**config.mk**
```make
export PLATFORM = sky130hd
export DESIGN_NAME = load_cell_tare_and_weight
export DESIGN_NICKNAME = d
export VERILOG_FILES = /design/src/rtl/lctw_pkg.sv /design/src/rtl/load_cell_tare_and_weight.sv
export VERILOG_INCLUDE_DIRS = /design/src /design/src/rtl
export SDC_FILE = /design/constraint.sdc
export NUM_CORES = 1
export LEC_CHECK = 0
export BUFFER_PORTS_ARGS = -buffer_cell sky130_fd_sc_hd__clkbuf_2
export CORE_AREA = 4 4 170 172
export CTS_BUF_LIST = sky130_fd_sc_hd__clkbuf_16
export DETAILED_ROUTE_END_ITERATION = 12
export DIE_AREA = 0 0 174 176
export PLACE_DENSITY = 0.82
export RECOVER_POWER = 100
export SLEW_MARGIN = 10
export SYNTH_ARGS = -nofsm -noshare
export SYNTH_HDL_FRONTEND = slang
export SYNTH_SLANG_ARGS = --single-unit
```
**constraint.sdc**
```tcl
create_clock -name clk -period 11.7 [get_ports clk]
set_input_delay 1.755 -clock clk [delete_from_list [all_inputs] [get_ports clk]]
set_output_delay 1.755 -clock clk [all_outputs]
set_load 0.03 [all_outputs]
```
**src/rtl/load_cell_tare_and_weight_defines.svh**
```systemverilog
// Assertion macros shared by the load cell tare and weight RTL.
// Both expect clk and rst_n in scope.
`ifndef LOAD_CELL_TARE_AND_WEIGHT_DEFINES_SVH
`define LOAD_CELL_TARE_AND_WEIGHT_DEFINES_SVH

// Same-cycle implication.
`define LCTW_ASSERT_NOW(lbl, ante, cons) \
    lbl: assert property (@(posedge clk) disable iff (!rst_n) (ante) |-> (cons)) \
        else $error("load cell assertion failed");

// Next-cycle implication.
`define LCTW_ASSERT_NEXT(lbl, ante, cons) \
    lbl: assert property (@(posedge clk) disable iff (!rst_n) (ante) |=> (cons)) \
        else $error("load cell assertion failed");

`endif

```
**src/rtl/lctw_pkg.sv**
```systemverilog
`timescale 1ns / 1ps

package lctw_pkg;

    // Converter and tare sizing
    localparam int ADC_W        = 24;
    localparam int SUM_W        = 28;
    localparam int D_W          = SUM_W + 1;
    localparam int MAG_W        = SUM_W;
    localparam int TARE_SAMPLES = 10;
    localparam int CNT_W        = 4;

    // Gain: 0.598 uV per count over 25 uV per gram, Q20
    localparam int FRAC_BITS = 20;
    localparam int GAIN_W    = 15;
    localparam logic [GAIN_W-1:0] GAIN_Q20 = GAIN_W'(25082);

    // 0.005 V threshold in tare-scaled counts: d * 598 > TARE_SAMPLES * 5000000
    localparam int THRESH_D = (TARE_SAMPLES * 5000000) / 598;

    // Weight arithmetic
    localparam int Q_W      = GAIN_W + MAG_W - FRAC_BITS;
    localparam int G_W      = 20;
    localparam int KG_W     = 10;
    localparam int REM_W    = 10;
    localparam int KG_CORR  = 24;
    localparam int GRAMS_KG = 1000;
    localparam int GRAMS_10 = 10;
    localparam int KG_MAX   = 255;
    localparam int TENS_MAX = 99;

    typedef enum logic [1:0] {
        OP_TARE_AVG = 2'd0,
        OP_TARE_ONE = 2'd1,
        OP_MEASURE  = 2'd2,
        OP_CLEAR    = 2'd3
    } op_t;

    typedef struct packed {
        op_t                     op;
        logic signed [ADC_W-1:0] adc_code;
    } in_item_t;

    typedef struct packed {
        logic [7:0] whole_kg;
        logic [6:0] weight_10g;
        logic       weight_updated;
        logic       tare_loaded;
    } out_item_t;

endpackage

```
**src/rtl/load_cell_tare_and_weight.sv**
```systemverilog
`timescale 1ns / 1ps
`include "load_cell_tare_and_weight_defines.svh"

// Channel   Handshake               Payload
// in        in_valid / in_ready     in_data  (op, adc_code)
// out       out_valid / out_ready   out_data (whole_kg, weight_10g, weight_updated, tare_loaded)
// cfg       cfg_we                  cfg_wdata (scan_enable)
//
// Tare, clear, ignored and below-threshold requests pass S_SCALE, S_EXEC and S_DONE before
// out_valid rises; a measurement past the threshold also runs the bit-serial multiplier,
// the shared restoring divider (grams, kg, kg again, tens of grams; tens are skipped when
// kilograms saturate) and one correction step. in_ready returns with out_valid, so requests
// never overlap; a result waiting on out_ready holds the next request in the final step.
// rst_n clears all state asynchronously: tare, held weight, scan enable and out_valid.
module load_cell_tare_and_weight
    import lctw_pkg::*;
(
    input  logic      clk,
    input  logic      rst_n,
    input  logic      in_valid,
    output logic      in_ready,
    input  in_item_t  in_data,
    output logic      out_valid,
    input  logic      out_ready,
    output out_item_t out_data,
    input  logic      cfg_we,
    input  logic      cfg_wdata
);

    localparam int STEP_W = $clog2(MAG_W);

    typedef enum logic [2:0] {
        S_IDLE,
        S_SCALE,
        S_EXEC,
        S_MUL,
        S_DIV,
        S_FIX,
        S_DONE
    } state_t;

    // Divider passes: grams from the scaled product, first kg split, kg split
    // of the corrected grams, tens of grams from the remainder.
    typedef enum logic [1:0] {
        PH_GRAMS,
        PH_KG0,
        PH_KG,
        PH_10G
    } div_ph_t;

    state_t                  state_reg, state_next;
    op_t                     op_reg, op_next;
    logic signed [ADC_W-1:0] code_reg, code_next;
    logic signed [SUM_W-1:0] x10_reg, x10_next;
    logic                    scan_en_reg, scan_en_next;
    logic signed [SUM_W-1:0] tare_sum_reg, tare_sum_next;
    logic signed [SUM_W-1:0] tare_acc_reg, tare_acc_next;
    logic [CNT_W-1:0]        tare_cnt_reg, tare_cnt_next;
    logic [7:0]              held_kg_reg, held_kg_next;
    logic [6:0]              held_10g_reg, held_10g_next;
    logic                    upd_reg, upd_next;
    logic                    loaded_reg, loaded_next;
    logic [MAG_W-1:0]        mq_reg, mq_next;
    logic [GAIN_W-1:0]       macc_reg, macc_next;
    logic [Q_W-1:0]          dvd_reg, dvd_next;
    logic [REM_W-1:0]        rem_reg, rem_next;
    div_ph_t                 ph_reg, ph_next;
    logic [STEP_W-1:0]       step_reg, step_next;
    logic [G_W-1:0]          g_reg, g_next;
    logic [KG_W-1:0]         kg_reg, kg_next;
    logic                    out_valid_reg, out_valid_next;
    out_item_t               out_data_reg, out_data_next;

    // Datapath terms
    logic [CNT_W-1:0]        cnt_inc;
    logic signed [SUM_W-1:0] acc_inc;
    logic signed [D_W-1:0]   diff;
    logic [GAIN_W:0]         mul_sum;
    logic [REM_W:0]          trial;
    logic [REM_W-1:0]        divisor;
    logic [STEP_W-1:0]       div_last;
    logic                    div_ge;
    logic [REM_W-1:0]        rem_step;
    logic [Q_W-1:0]          dvd_step;
    logic [G_W-1:0]          g_corr;

    assign in_ready  = (state_reg == S_IDLE);
    assign out_valid = out_valid_reg;
    assign out_data  = out_data_reg;

    assign cnt_inc = tare_cnt_reg + CNT_W'(1);
    assign acc_inc = tare_acc_reg + SUM_W'(code_reg);
    assign diff    = D_W'(x10_reg) - D_W'(tare_sum_reg);

    // One multiplier bit per cycle, LSB first; low product bits shift into mq.
    assign mul_sum = {1'b0, macc_reg} + (mq_reg[0] ? {1'b0, GAIN_Q20} : '0);

    // Restoring division, one quotient bit per cycle; dividends are left aligned.
    always_comb
    begin
        case (ph_reg)
            PH_GRAMS:
            begin
                divisor  = REM_W'(TARE_SAMPLES);
                div_last = STEP_W'(Q_W - 1);
            end
            PH_KG0, PH_KG:
            begin
                divisor  = REM_W'(GRAMS_KG);
                div_last = STEP_W'(G_W - 1);
            end
            default:
            begin
                divisor  = REM_W'(GRAMS_10);
                div_last = STEP_W'(REM_W - 1);
            end
        endcase
    end

    assign trial    = {rem_reg, dvd_reg[Q_W-1]};
    assign div_ge   = (trial >= {1'b0, divisor});
    assign rem_step = div_ge ? REM_W'(trial - {1'b0, divisor}) : REM_W'(trial);
    assign dvd_step = {dvd_reg[Q_W-2:0], div_ge};

    // Take out 24 g per whole kilogram
    assign g_corr = g_reg - G_W'(G_W'(kg_reg) * G_W'(KG_CORR));

    always_comb
    begin
        state_next     = state_reg;
        op_next        = op_reg;
        code_next      = code_reg;
        x10_next       = x10_reg;
        scan_en_next   = cfg_we ? cfg_wdata : scan_en_reg;
        tare_sum_next  = tare_sum_reg;
        tare_acc_next  = tare_acc_reg;
        tare_cnt_next  = tare_cnt_reg;
        held_kg_next   = held_kg_reg;
        held_10g_next  = held_10g_reg;
        upd_next       = upd_reg;
        loaded_next    = loaded_reg;
        mq_next        = mq_reg;
        macc_next      = macc_reg;
        dvd_next       = dvd_reg;
        rem_next       = rem_reg;
        ph_next        = ph_reg;
        step_next      = step_reg;
        g_next         = g_reg;
        kg_next        = kg_reg;
        out_valid_next = out_valid_reg && !out_ready;
        out_data_next  = out_data_reg;

        unique case (state_reg)
            S_IDLE:
            begin
                if (in_valid)
                begin
                    op_next     = in_data.op;
                    code_next   = in_data.adc_code;
                    upd_next    = 1'b0;
                    loaded_next = 1'b0;
                    state_next  = S_SCALE;
                end
            end

            S_SCALE:
            begin
                // Tare is kept as a sum of TARE_SAMPLES counts; wrap at the sum width
                x10_next   = SUM_W'(SUM_W'(code_reg) * SUM_W'(TARE_SAMPLES));
                state_next = S_EXEC;
            end

            S_EXEC:
            begin
                state_next = S_DONE;
                unique case (op_reg)
                    OP_TARE_AVG:
                    begin
                        if ((cnt_inc >= CNT_W'(TARE_SAMPLES)) || (cnt_inc == '0))
                        begin
                            tare_sum_next = acc_inc;
                            tare_acc_next = '0;
                            tare_cnt_next = '0;
                            loaded_next   = 1'b1;
                        end
                        else
                        begin
                            tare_acc_next = acc_inc;
                            tare_cnt_next = cnt_inc;
                        end
                    end
                    OP_TARE_ONE:
                    begin
                        tare_sum_next = x10_reg;
                        tare_acc_next = '0;
                        tare_cnt_next = '0;
                        loaded_next   = 1'b1;
                    end
                    OP_MEASURE:
                    begin
                        if (scan_en_reg)
                        begin
                            upd_next = 1'b1;
                            if (diff > $signed(D_W'(THRESH_D)))
                            begin
                                mq_next    = MAG_W'(diff);
                                macc_next  = '0;
                                step_next  = '0;
                                state_next = S_MUL;
                            end
                            else
                            begin
                                held_kg_next  = '0;
                                held_10g_next = '0;
                            end
                        end
                    end
                    OP_CLEAR:
                    begin
                        held_kg_next  = '0;
                        held_10g_next = '0;
                        upd_next      = 1'b1;
                    end
                endcase
            end

            S_MUL:
            begin
                macc_next = mul_sum[GAIN_W:1];
                mq_next   = {mul_sum[0], mq_reg[MAG_W-1:1]};
                step_next = step_reg + STEP_W'(1);
                if (step_reg == STEP_W'(MAG_W - 1))
                begin
                    // Drop the Q20 fraction on the way into the divider
                    dvd_next   = {mul_sum[GAIN_W:1], mul_sum[0],
                                  mq_reg[MAG_W-1:MAG_W-(Q_W-GAIN_W)+1]};
                    rem_next   = '0;
                    step_next  = '0;
                    ph_next    = PH_GRAMS;
                    state_next = S_DIV;
                end
            end

            S_DIV:
            begin
                dvd_next  = dvd_step;
                rem_next  = rem_step;
                step_next = step_reg + STEP_W'(1);
                if (step_reg == div_last)
                begin
                    rem_next  = '0;
                    step_next = '0;
                    unique case (ph_reg)
                        PH_GRAMS:
                        begin
                            g_next   = dvd_step[G_W-1:0];
                            dvd_next = Q_W'(dvd_step[G_W-1:0]) << (Q_W - G_W);
                            ph_next  = PH_KG0;
                        end
                        PH_KG0:
                        begin
                            kg_next    = dvd_step[KG_W-1:0];
                            state_next = S_FIX;
                        end
                        PH_KG:
                        begin
                            if (dvd_step[KG_W-1:0] > KG_W'(KG_MAX))
                            begin
                                held_kg_next  = 8'(KG_MAX);
                                held_10g_next = 7'(TENS_MAX);
                                state_next    = S_DONE;
                            end
                            else
                            begin
                                kg_next  = dvd_step[KG_W-1:0];
                                dvd_next = Q_W'(rem_step) << (Q_W - REM_W);
                                ph_next  = PH_10G;
                            end
                        end
                        PH_10G:
                        begin
                            held_kg_next  = kg_reg[7:0];
                            held_10g_next = dvd_step[6:0];
                            state_next    = S_DONE;
                        end
                    endcase
                end
            end

            S_FIX:
            begin
                if (g_corr == '0)
                begin
                    held_kg_next  = '0;
                    held_10g_next = '0;
                    state_next    = S_DONE;
                end
                else
                begin
                    dvd_next   = Q_W'(g_corr) << (Q_W - G_W);
                    rem_next   = '0;
                    step_next  = '0;
                    ph_next    = PH_KG;
                    state_next = S_DIV;
                end
            end

            S_DONE:
            begin
                // Hold here until the output register is free
                if (!out_valid_reg || out_ready)
                begin
                    out_data_next.whole_kg       = held_kg_reg;
                    out_data_next.weight_10g     = held_10g_reg;
                    out_data_next.weight_updated = upd_reg;
                    out_data_next.tare_loaded    = loaded_reg;
                    out_valid_next               = 1'b1;
                    state_next                   = S_IDLE;
                end
            end

            default:
            begin
                state_next = S_IDLE;
            end
        endcase
    end

    always_ff @(posedge clk or negedge rst_n)
    begin
        if (!rst_n)
        begin
            state_reg     <= S_IDLE;
            op_reg        <= OP_TARE_AVG;
            code_reg      <= '0;
            x10_reg       <= '0;
            scan_en_reg   <= 1'b0;
            tare_sum_reg  <= '0;
            tare_acc_reg  <= '0;
            tare_cnt_reg  <= '0;
            held_kg_reg   <= '0;
            held_10g_reg  <= '0;
            upd_reg       <= 1'b0;
            loaded_reg    <= 1'b0;
            mq_reg        <= '0;
            macc_reg      <= '0;
            dvd_reg       <= '0;
            rem_reg       <= '0;
            ph_reg        <= PH_GRAMS;
            step_reg      <= '0;
            g_reg         <= '0;
            kg_reg        <= '0;
            out_valid_reg <= 1'b0;
            out_data_reg  <= '0;
        end
        else
        begin
            state_reg     <= state_next;
            op_reg        <= op_next;
            code_reg      <= code_next;
            x10_reg       <= x10_next;
            scan_en_reg   <= scan_en_next;
            tare_sum_reg  <= tare_sum_next;
            tare_acc_reg  <= tare_acc_next;
            tare_cnt_reg  <= tare_cnt_next;
            held_kg_reg   <= held_kg_next;
            held_10g_reg  <= held_10g_next;
            upd_reg       <= upd_next;
            loaded_reg    <= loaded_next;
            mq_reg        <= mq_next;
            macc_reg      <= macc_next;
            dvd_reg       <= dvd_next;
            rem_reg       <= rem_next;
            ph_reg        <= ph_next;
            step_reg      <= step_next;
            g_reg         <= g_next;
            kg_reg        <= kg_next;
            out_valid_reg <= out_valid_next;
            out_data_reg  <= out_data_next;
        end
    end

    // Partial tare average never reaches the full sample count
    `LCTW_ASSERT_NOW(a_tare_cnt_range, 1'b1, tare_cnt_reg < CNT_W'(TARE_SAMPLES))
    // Held tens of grams stays a two-digit value
    `LCTW_ASSERT_NOW(a_tens_range, 1'b1, held_10g_reg <= 7'(TENS_MAX))
    // Divider remainder stays below the active divisor
    `LCTW_ASSERT_NOW(a_div_rem, state_reg == S_DIV, rem_reg < divisor)
    // A new result appears only out of the final sequencer step
    `LCTW_ASSERT_NEXT(a_result_src, !(state_reg == S_DONE), !$rose(out_valid_reg))

endmodule

```
-- Yosys cells after proc, flatten, opt, wreduce, memory -nomap -nowiden
Cells that the tools add are included.
- flip-flop bits (word level): 265
- input bits: 32
- output and inout bits: 19
- logic and storage cells: 184
- $add $sub $neg: 7
- multiply operators: 2
- order comparisons: 4
- eq/ne operators: 35
- mux-type cells: 79
- reduce and logical (&&, ||, !) cells: 32
- operators by type and width (kind ; count):
    case mux 28 bit (2 select lines) ; 3
    two-way mux 28 bit ; 5
    two-way mux 23 bit ; 4
    case mux 23 bit (3 select lines) ; 1
    two-way mux 10 bit ; 6
    two-way mux 15 bit ; 4
    case mux 23 bit (2 select lines) ; 1
    two-way mux 8 bit ; 5
    two-way mux 7 bit ; 5
    case mux 8 bit (2 select lines) ; 2
    two-way mux 5 bit ; 6
    case mux 10 bit (3 select lines) ; 1
    case mux 15 bit (2 select lines) ; 1
    greater-than comparator 29 x 18 -> 1 bit, second input constant ; 1
    subtractor 28 x 28 -> 29 bit ; 1
    adder 28 x 24 -> 28 bit ; 1
    case mux 7 bit (2 select lines) ; 2
    multiplier 24 x 4 -> 27 bit, second input constant ; 1
    two-way mux 3 bit ; 8
    case mux 8 bit (3 select lines) ; 1
    != test 2 bit, second input constant ; 11
    case mux 3 bit (7 select lines) ; 1
    case mux 7 bit (3 select lines) ; 1
    logical NOT 20 bit ; 1
    47 further kinds ; 86

-- Longest topological paths before layout
- depth after elaboration: 9
- mapped depth: 22
- gate-level depth less buffers: 21

-- Worst setup path before layout
No wires, ideal clock.
- path type: register to register
- start point: register kg_reg[1]
- end point: register held_10g_reg[0]
- library setup time: 0.125 ns
- arrival time: 4.210 ns
- required time: 11.575 ns
- path slack: 7.364 ns
- cell stages (with the launch flop): 23
- buffers on the path: 1
- period minus slack after synthesis: 4.336 ns
- path through: dfrtp_1 -> ha_1 -> a21o_1 -> a21oi_1 -> nor2_1 -> o21a_1 -> o21ai_0 -> nand2b_1 -> a21oi_1 -> inv_1 -> a21oi_1 -> o21bai_1 -> xnor2_1 -> ha_1 -> or3_1 -> nor3b_1 -> o21ai_0 -> o2bb2ai_1 -> a31oi_1 -> a21oi_1 -> o41ai_4 -> buf_6 -> mux2_4
- word-level cells in the longest chain between the ends: 5
- ends and longest elaborated chain (element ; line ; RTL):
    start: declaration ; load_cell_tare_and_weight.sv:70 ; logic [KG_W-1:0] kg_reg, kg_next;
    start signal: assignment ; load_cell_tare_and_weight.sv:377 ; kg_reg <= kg_next;
    multiplier 10 x 2 -> 12 bit ; load_cell_tare_and_weight.sv:126 ; assign g_corr = g_reg - G_W'(G_W'(kg_reg) * G_W'(KG_CORR));
    subtractor 20 x 15 -> 20 bit ; load_cell_tare_and_weight.sv:126 ;
    logical NOT 20 bit ; load_cell_tare_and_weight.sv:292 ; if (g_corr == '0)
    != test 2 bit (no source line) ; n/a ;
    AND reduction 8 bit (no source line) ; n/a ;
    end signal: assignment ; load_cell_tare_and_weight.sv:367 ; held_10g_reg <= held_10g_next;
    end: declaration ; load_cell_tare_and_weight.sv:60 ; logic [6:0] held_10g_reg, held_10g_next;
No other way between the ends.
A chain may end at the register's enable or synchronous reset.

-- Worst setup path after layout
- start point: register tare_sum_reg[1]
- end point: register held_kg_reg[3]
- word-level cells in the longest chain between the ends: 4
- ends and longest elaborated chain (element ; line ; RTL):
    start: declaration ; load_cell_tare_and_weight.sv:56 ; logic signed [SUM_W-1:0] tare_sum_reg, tare_sum_next;
    start signal: assignment ; load_cell_tare_and_weight.sv:363 ; tare_sum_reg <= tare_sum_next;
    subtractor 28 x 28 -> 29 bit ; load_cell_tare_and_weight.sv:93 ; assign diff = D_W'(x10_reg) - D_W'(tare_sum_reg);
    greater-than comparator 29 x 18 -> 1 bit ; load_cell_tare_and_weight.sv:204 ; if (diff > $signed(D_W'(THRESH_D)))
    != test 3 bit (no source line) ; n/a ;
    AND reduction 8 bit (no source line) ; n/a ;
    end signal: assignment ; load_cell_tare_and_weight.sv:366 ; held_kg_reg <= held_kg_next;
    end: declaration ; load_cell_tare_and_weight.sv:59 ; logic [7:0] held_kg_reg, held_kg_next;
No other way between the ends.

==> flow_summary.json <==
{
  "maxSlewHeadroom_pct": -169,
  "clock_path_buffers": 3,
  "port-buffer-count": 50,
  "synth-seq-area-share_pct": 37.8,
  "p_leak_nw": 8.91,
  "core_area_um2": 27500,
  "clock_sinks": 265,
  "fp.dieW_um": 174,
  "grt_max_degree": 132,
  "ir_worst_vdd_v": 0.000223,
  "num_vias": 14600,
  "outcome": "complete, but fails checks",
  "clock.fmax_mhz": 155,
  "layout-drive-gt1-share_pct": 9.23,
  "antenna_cells": 0,
  "setup_tns_ns": 0,
  "power_density_nw_per_um2": 333,
  "power_frac_clock_pct": 13.6,
  "synth_edf_count": 0,
  "multi_input_area_um2": 10100,
  "switching_share_pct": 47.0,
  "worst_pin_slew_ns": 4.03,
  "syn_nets": 2054,
  "numCtsBuffers": 29,
  "insertion_delay_ns": 0.57,
  "regToRegStartpoint": "tare_sum_reg[1]",
  "grt_first_pass_wirelength_mm": 72.8,
  "arrival_ns": 6.91,
  "drc": 0,
  "setup_viol": 0,
  "reg2reg_slack_ns": 5.23,
  "grt_pass1_vias": 15000,
  "crit_path_end_kind": "flip-flop",
  "layout-area-overhead-vs-synth_pct": 7.11,
  "cts_max_level": 1,
  "violations": "max-capacitance violations, max-slew violations",
  "critPathKind": "reg2reg",
  "report.final.slew_viol_count": 427,
  "place.gp.congestion": 0.914,
  "cts_root_buffer": "clkbuf_16",
  "postSynthCellCount": 1870,
  "regArea_um2": 6630,
  "hold_path_end": "tare_sum_reg[7]",
  "syn_area_um2": 17500,
  "io_pins": 51,
  "power_switching_mw": 2.93,
  "path_clk_slew_ns": 0.06,
  "wirelength_mm": 43.2,
  "clock_skew_ns": 0.0189,
  "ys_warn_count": 0,
  "min_path_cells": 2,
  "drtAntennaViolNets": 0,
  "die_h_um": 176,
  "drt_iter0_drc": 1003,
  "antenna_found_initial": 0,
  "required_ns": 12.14,
  "wl_per_cell_um": 19.2,
  "postCtsHoldBufs": 0,
  "cts_tree": "done",
  "synth_ff_type": "dfrtp_1",
  "r2r_end": "held_kg_reg[3]",
  "syn_area_per_cell_um2": 9.37,
  "synth_area_leaders": "dfrtp_1 (38%), ha_1 (10%), nand2_1 (4.3%), o21ai_0 (4.1%), mux2_2 (3.6%)",
  "finalHoldViolCount": 0,
  "yosys.area.top_type_share_pct": 37.8,
  "p_int_mw": 3.31,
  "dieArea_um2": 30600,
  "gr-total-overflow": 0,
  "power_frac_seq_pct": 24.7,
  "fin_nets": 2071,
  "critPathLaunchType": "flip-flop",
  "ys_types": 92,
  "globalRouteTotalUtil_pct": 28.2,
  "cts_setup_buffers": 0,
  "synth_seq_cells": 265,
  "rsz0062_at_grt": "false",
  "min_path_type": "reg2reg",
  "synthArstFlopShare_pct": 100,
  "finalPower_mw": 6.24,
  "fin_crit_sh_pct": 55.3,
  "worstPathMaxFanout": 15,
  "comb_power_share_pct": 61.7,
  "hold_start": "tare_sum_reg[7]",
  "drt_pass1_iterations": 5,
  "post-route-min-period_ns": 6.47,
  "yosys.area.top_type": "dfrtp_1",
  "num_rows": 61,
  "dpl.hpwl_mm": 31.0,
  "viasPerCell": 6.46,
  "drv_cap": 10,
  "fillers": 2184,
  "cts_resized": 0,
  "initial_core_util_pct": 63.8,
  "worst-r2r-cell-count": 13
}
layout make-up:
class | count | share of cell area [%]
Clock buffer | 29 | 3.87
Clock inverter | 21 | 0.673
Inverter | 99 | 1.98
Multi-Input combinational cell | 1423 | 54.0
Sequential cell | 265 | 35.3
Tap cell | 346 | 2.31
Timing Repair Buffer | 69 | 1.82
per-layer routing:
layer	track usage [%]	wire length, um
met1	35.6	18100
met5	0	0
met3	3.51	2290
met4	10.7	1510
met2	49.8	21300
synthesized netlist by cell type (7+ instances only):
| cell type | n |
|---|---|
| a211o_1 | 8 |
| xor2_1 | 29 |
| mux2_2 | 56 |
| a31oi_1 | 25 |
| and3_1 | 34 |
| a221o_1 | 20 |
| o21ai_1 | 11 |
| nand2_1 | 203 |
| o31ai_1 | 11 |
| o21a_1 | 25 |
| nand4_1 | 7 |
| dfrtp_1 | 265 |
| nor2_1 | 78 |
| and2_1 | 11 |
| nand2b_1 | 21 |
| nand3_1 | 31 |
| nor2b_1 | 18 |
| clkbuf_1 | 67 |
| inv_1 | 98 |
| buf_2 | 11 |
| a21oi_1 | 124 |
| a221oi_1 | 11 |
| o21ai_0 | 145 |
| nor3_1 | 31 |
| a21o_1 | 43 |
| mux2_4 | 10 |
| mux2i_1 | 23 |
| or2_2 | 10 |
| ha_1 | 147 |
| o211ai_1 | 10 |
| xnor2_1 | 68 |
| a22o_1 | 41 |
| a22oi_1 | 15 |
| o31a_1 | 7 |
| a211oi_1 | 16 |
| o221ai_1 | 9 |
| or3_1 | 12 |
| o21bai_1 | 15 |
power by group through the flow:
stage	clock, mW	sequential [mW]	combinational [mW]
after CTS	0.859	1.53	3.84
after detailed placement	0	1.55	3.80
final	0.849	1.54	3.85
after floorplan	0	1.48	2.96
after global routing	0.902	1.58	4.28
after global placement	0	1.53	3.67
critical path: stages (launching register included):
cell      delay [ns]
dfrtp_1         0.40
inv_1           0.06
ha_1            0.29
nor2b_1         0.17
o31ai_1         0.32
o211ai_1        0.26
o211ai_1        0.31
o311ai_0        0.26
a311oi_1        0.33
o21ai_0         0.14
and4_1          0.18
and4_1          0.33
o41ai_1         2.81
mux2_2          0.50
per-stage QoR:
stage | area, um2 | instances | hold WS (ns) | util [%] | setup slack (ns)
detailed placement | 18000 | 2202 | 0.471 | 65.6 | 6.64
floorplan | 17500 | 1870 | 0.449 | - | 7.36
global placement | 18000 | 2202 | 0.459 | 65.6 | 6.81
CTS | 18900 | 2252 | 0.483 | 68.7 | 6.60
finish | 18800 | 2252 | 0.477 | 68.3 | 5.23
global route | 18800 | 2252 | 0.515 | 68.3 | 4.63
cell families after synthesis:
family          count (synthesis)  synth area share [%]
compound gates                596                  23.0
simple gates                  489                  13.4
flops                         265                  37.8
buf+inv                       182                  4.11
fa+ha+maj                     152                  11.1
xor+xnor                       97                  4.85
mux                            89                  5.77
worst max-delay path by stage:
stage	end	cells after the start	slack [ns]	from
after floorplan	held_10g_reg[0]	22	7.36	kg_reg[1]
after global placement	dvd_reg[12]	20	6.81	kg_reg[1]
after detailed placement	dvd_reg[12]	20	6.64	kg_reg[1]
after CTS	dvd_reg[12]	20	6.60	kg_reg[1]
after global routing	tare_sum_reg[27]	9	4.63	state_reg[0]
final	held_kg_reg[3]	13	5.23	tare_sum_reg[1]
cells in the final DEF (no fill, tap or decap), types with 11 or more instances in the layout:
master / Yosys / routed
o31ai_1: 11 / 12
o211ai_1: 10 / 11
dfrtp_1: 265 / 265
nand3_1: 31 / 31
a221o_1: 20 / 20
xor2_1: 29 / 29
nor2b_1: 18 / 18
ha_1: 147 / 147
o21ai_0: 145 / 150
o21a_1: 25 / 25
a21o_1: 43 / 43
mux2_2: 56 / 56
nor2_1: 78 / 77
nand2_1: 203 / 203
and3_1: 34 / 34
nor3_1: 31 / 32
nand2b_1: 21 / 21
mux2i_1: 23 / 23
o21bai_1: 15 / 14
a211oi_1: 16 / 16
clkbuf_16: 0 / 29
or3_1: 12 / 12
a21oi_1: 124 / 124
clkbuf_1: 67 / 29
xnor2_1: 68 / 68
inv_1: 98 / 104
a221oi_1: 11 / 11
a22oi_1: 15 / 15
clkbuf_2: 0 / 30
a22o_1: 41 / 41
a31oi_1: 25 / 26
(Power assumes the default switching activity.)
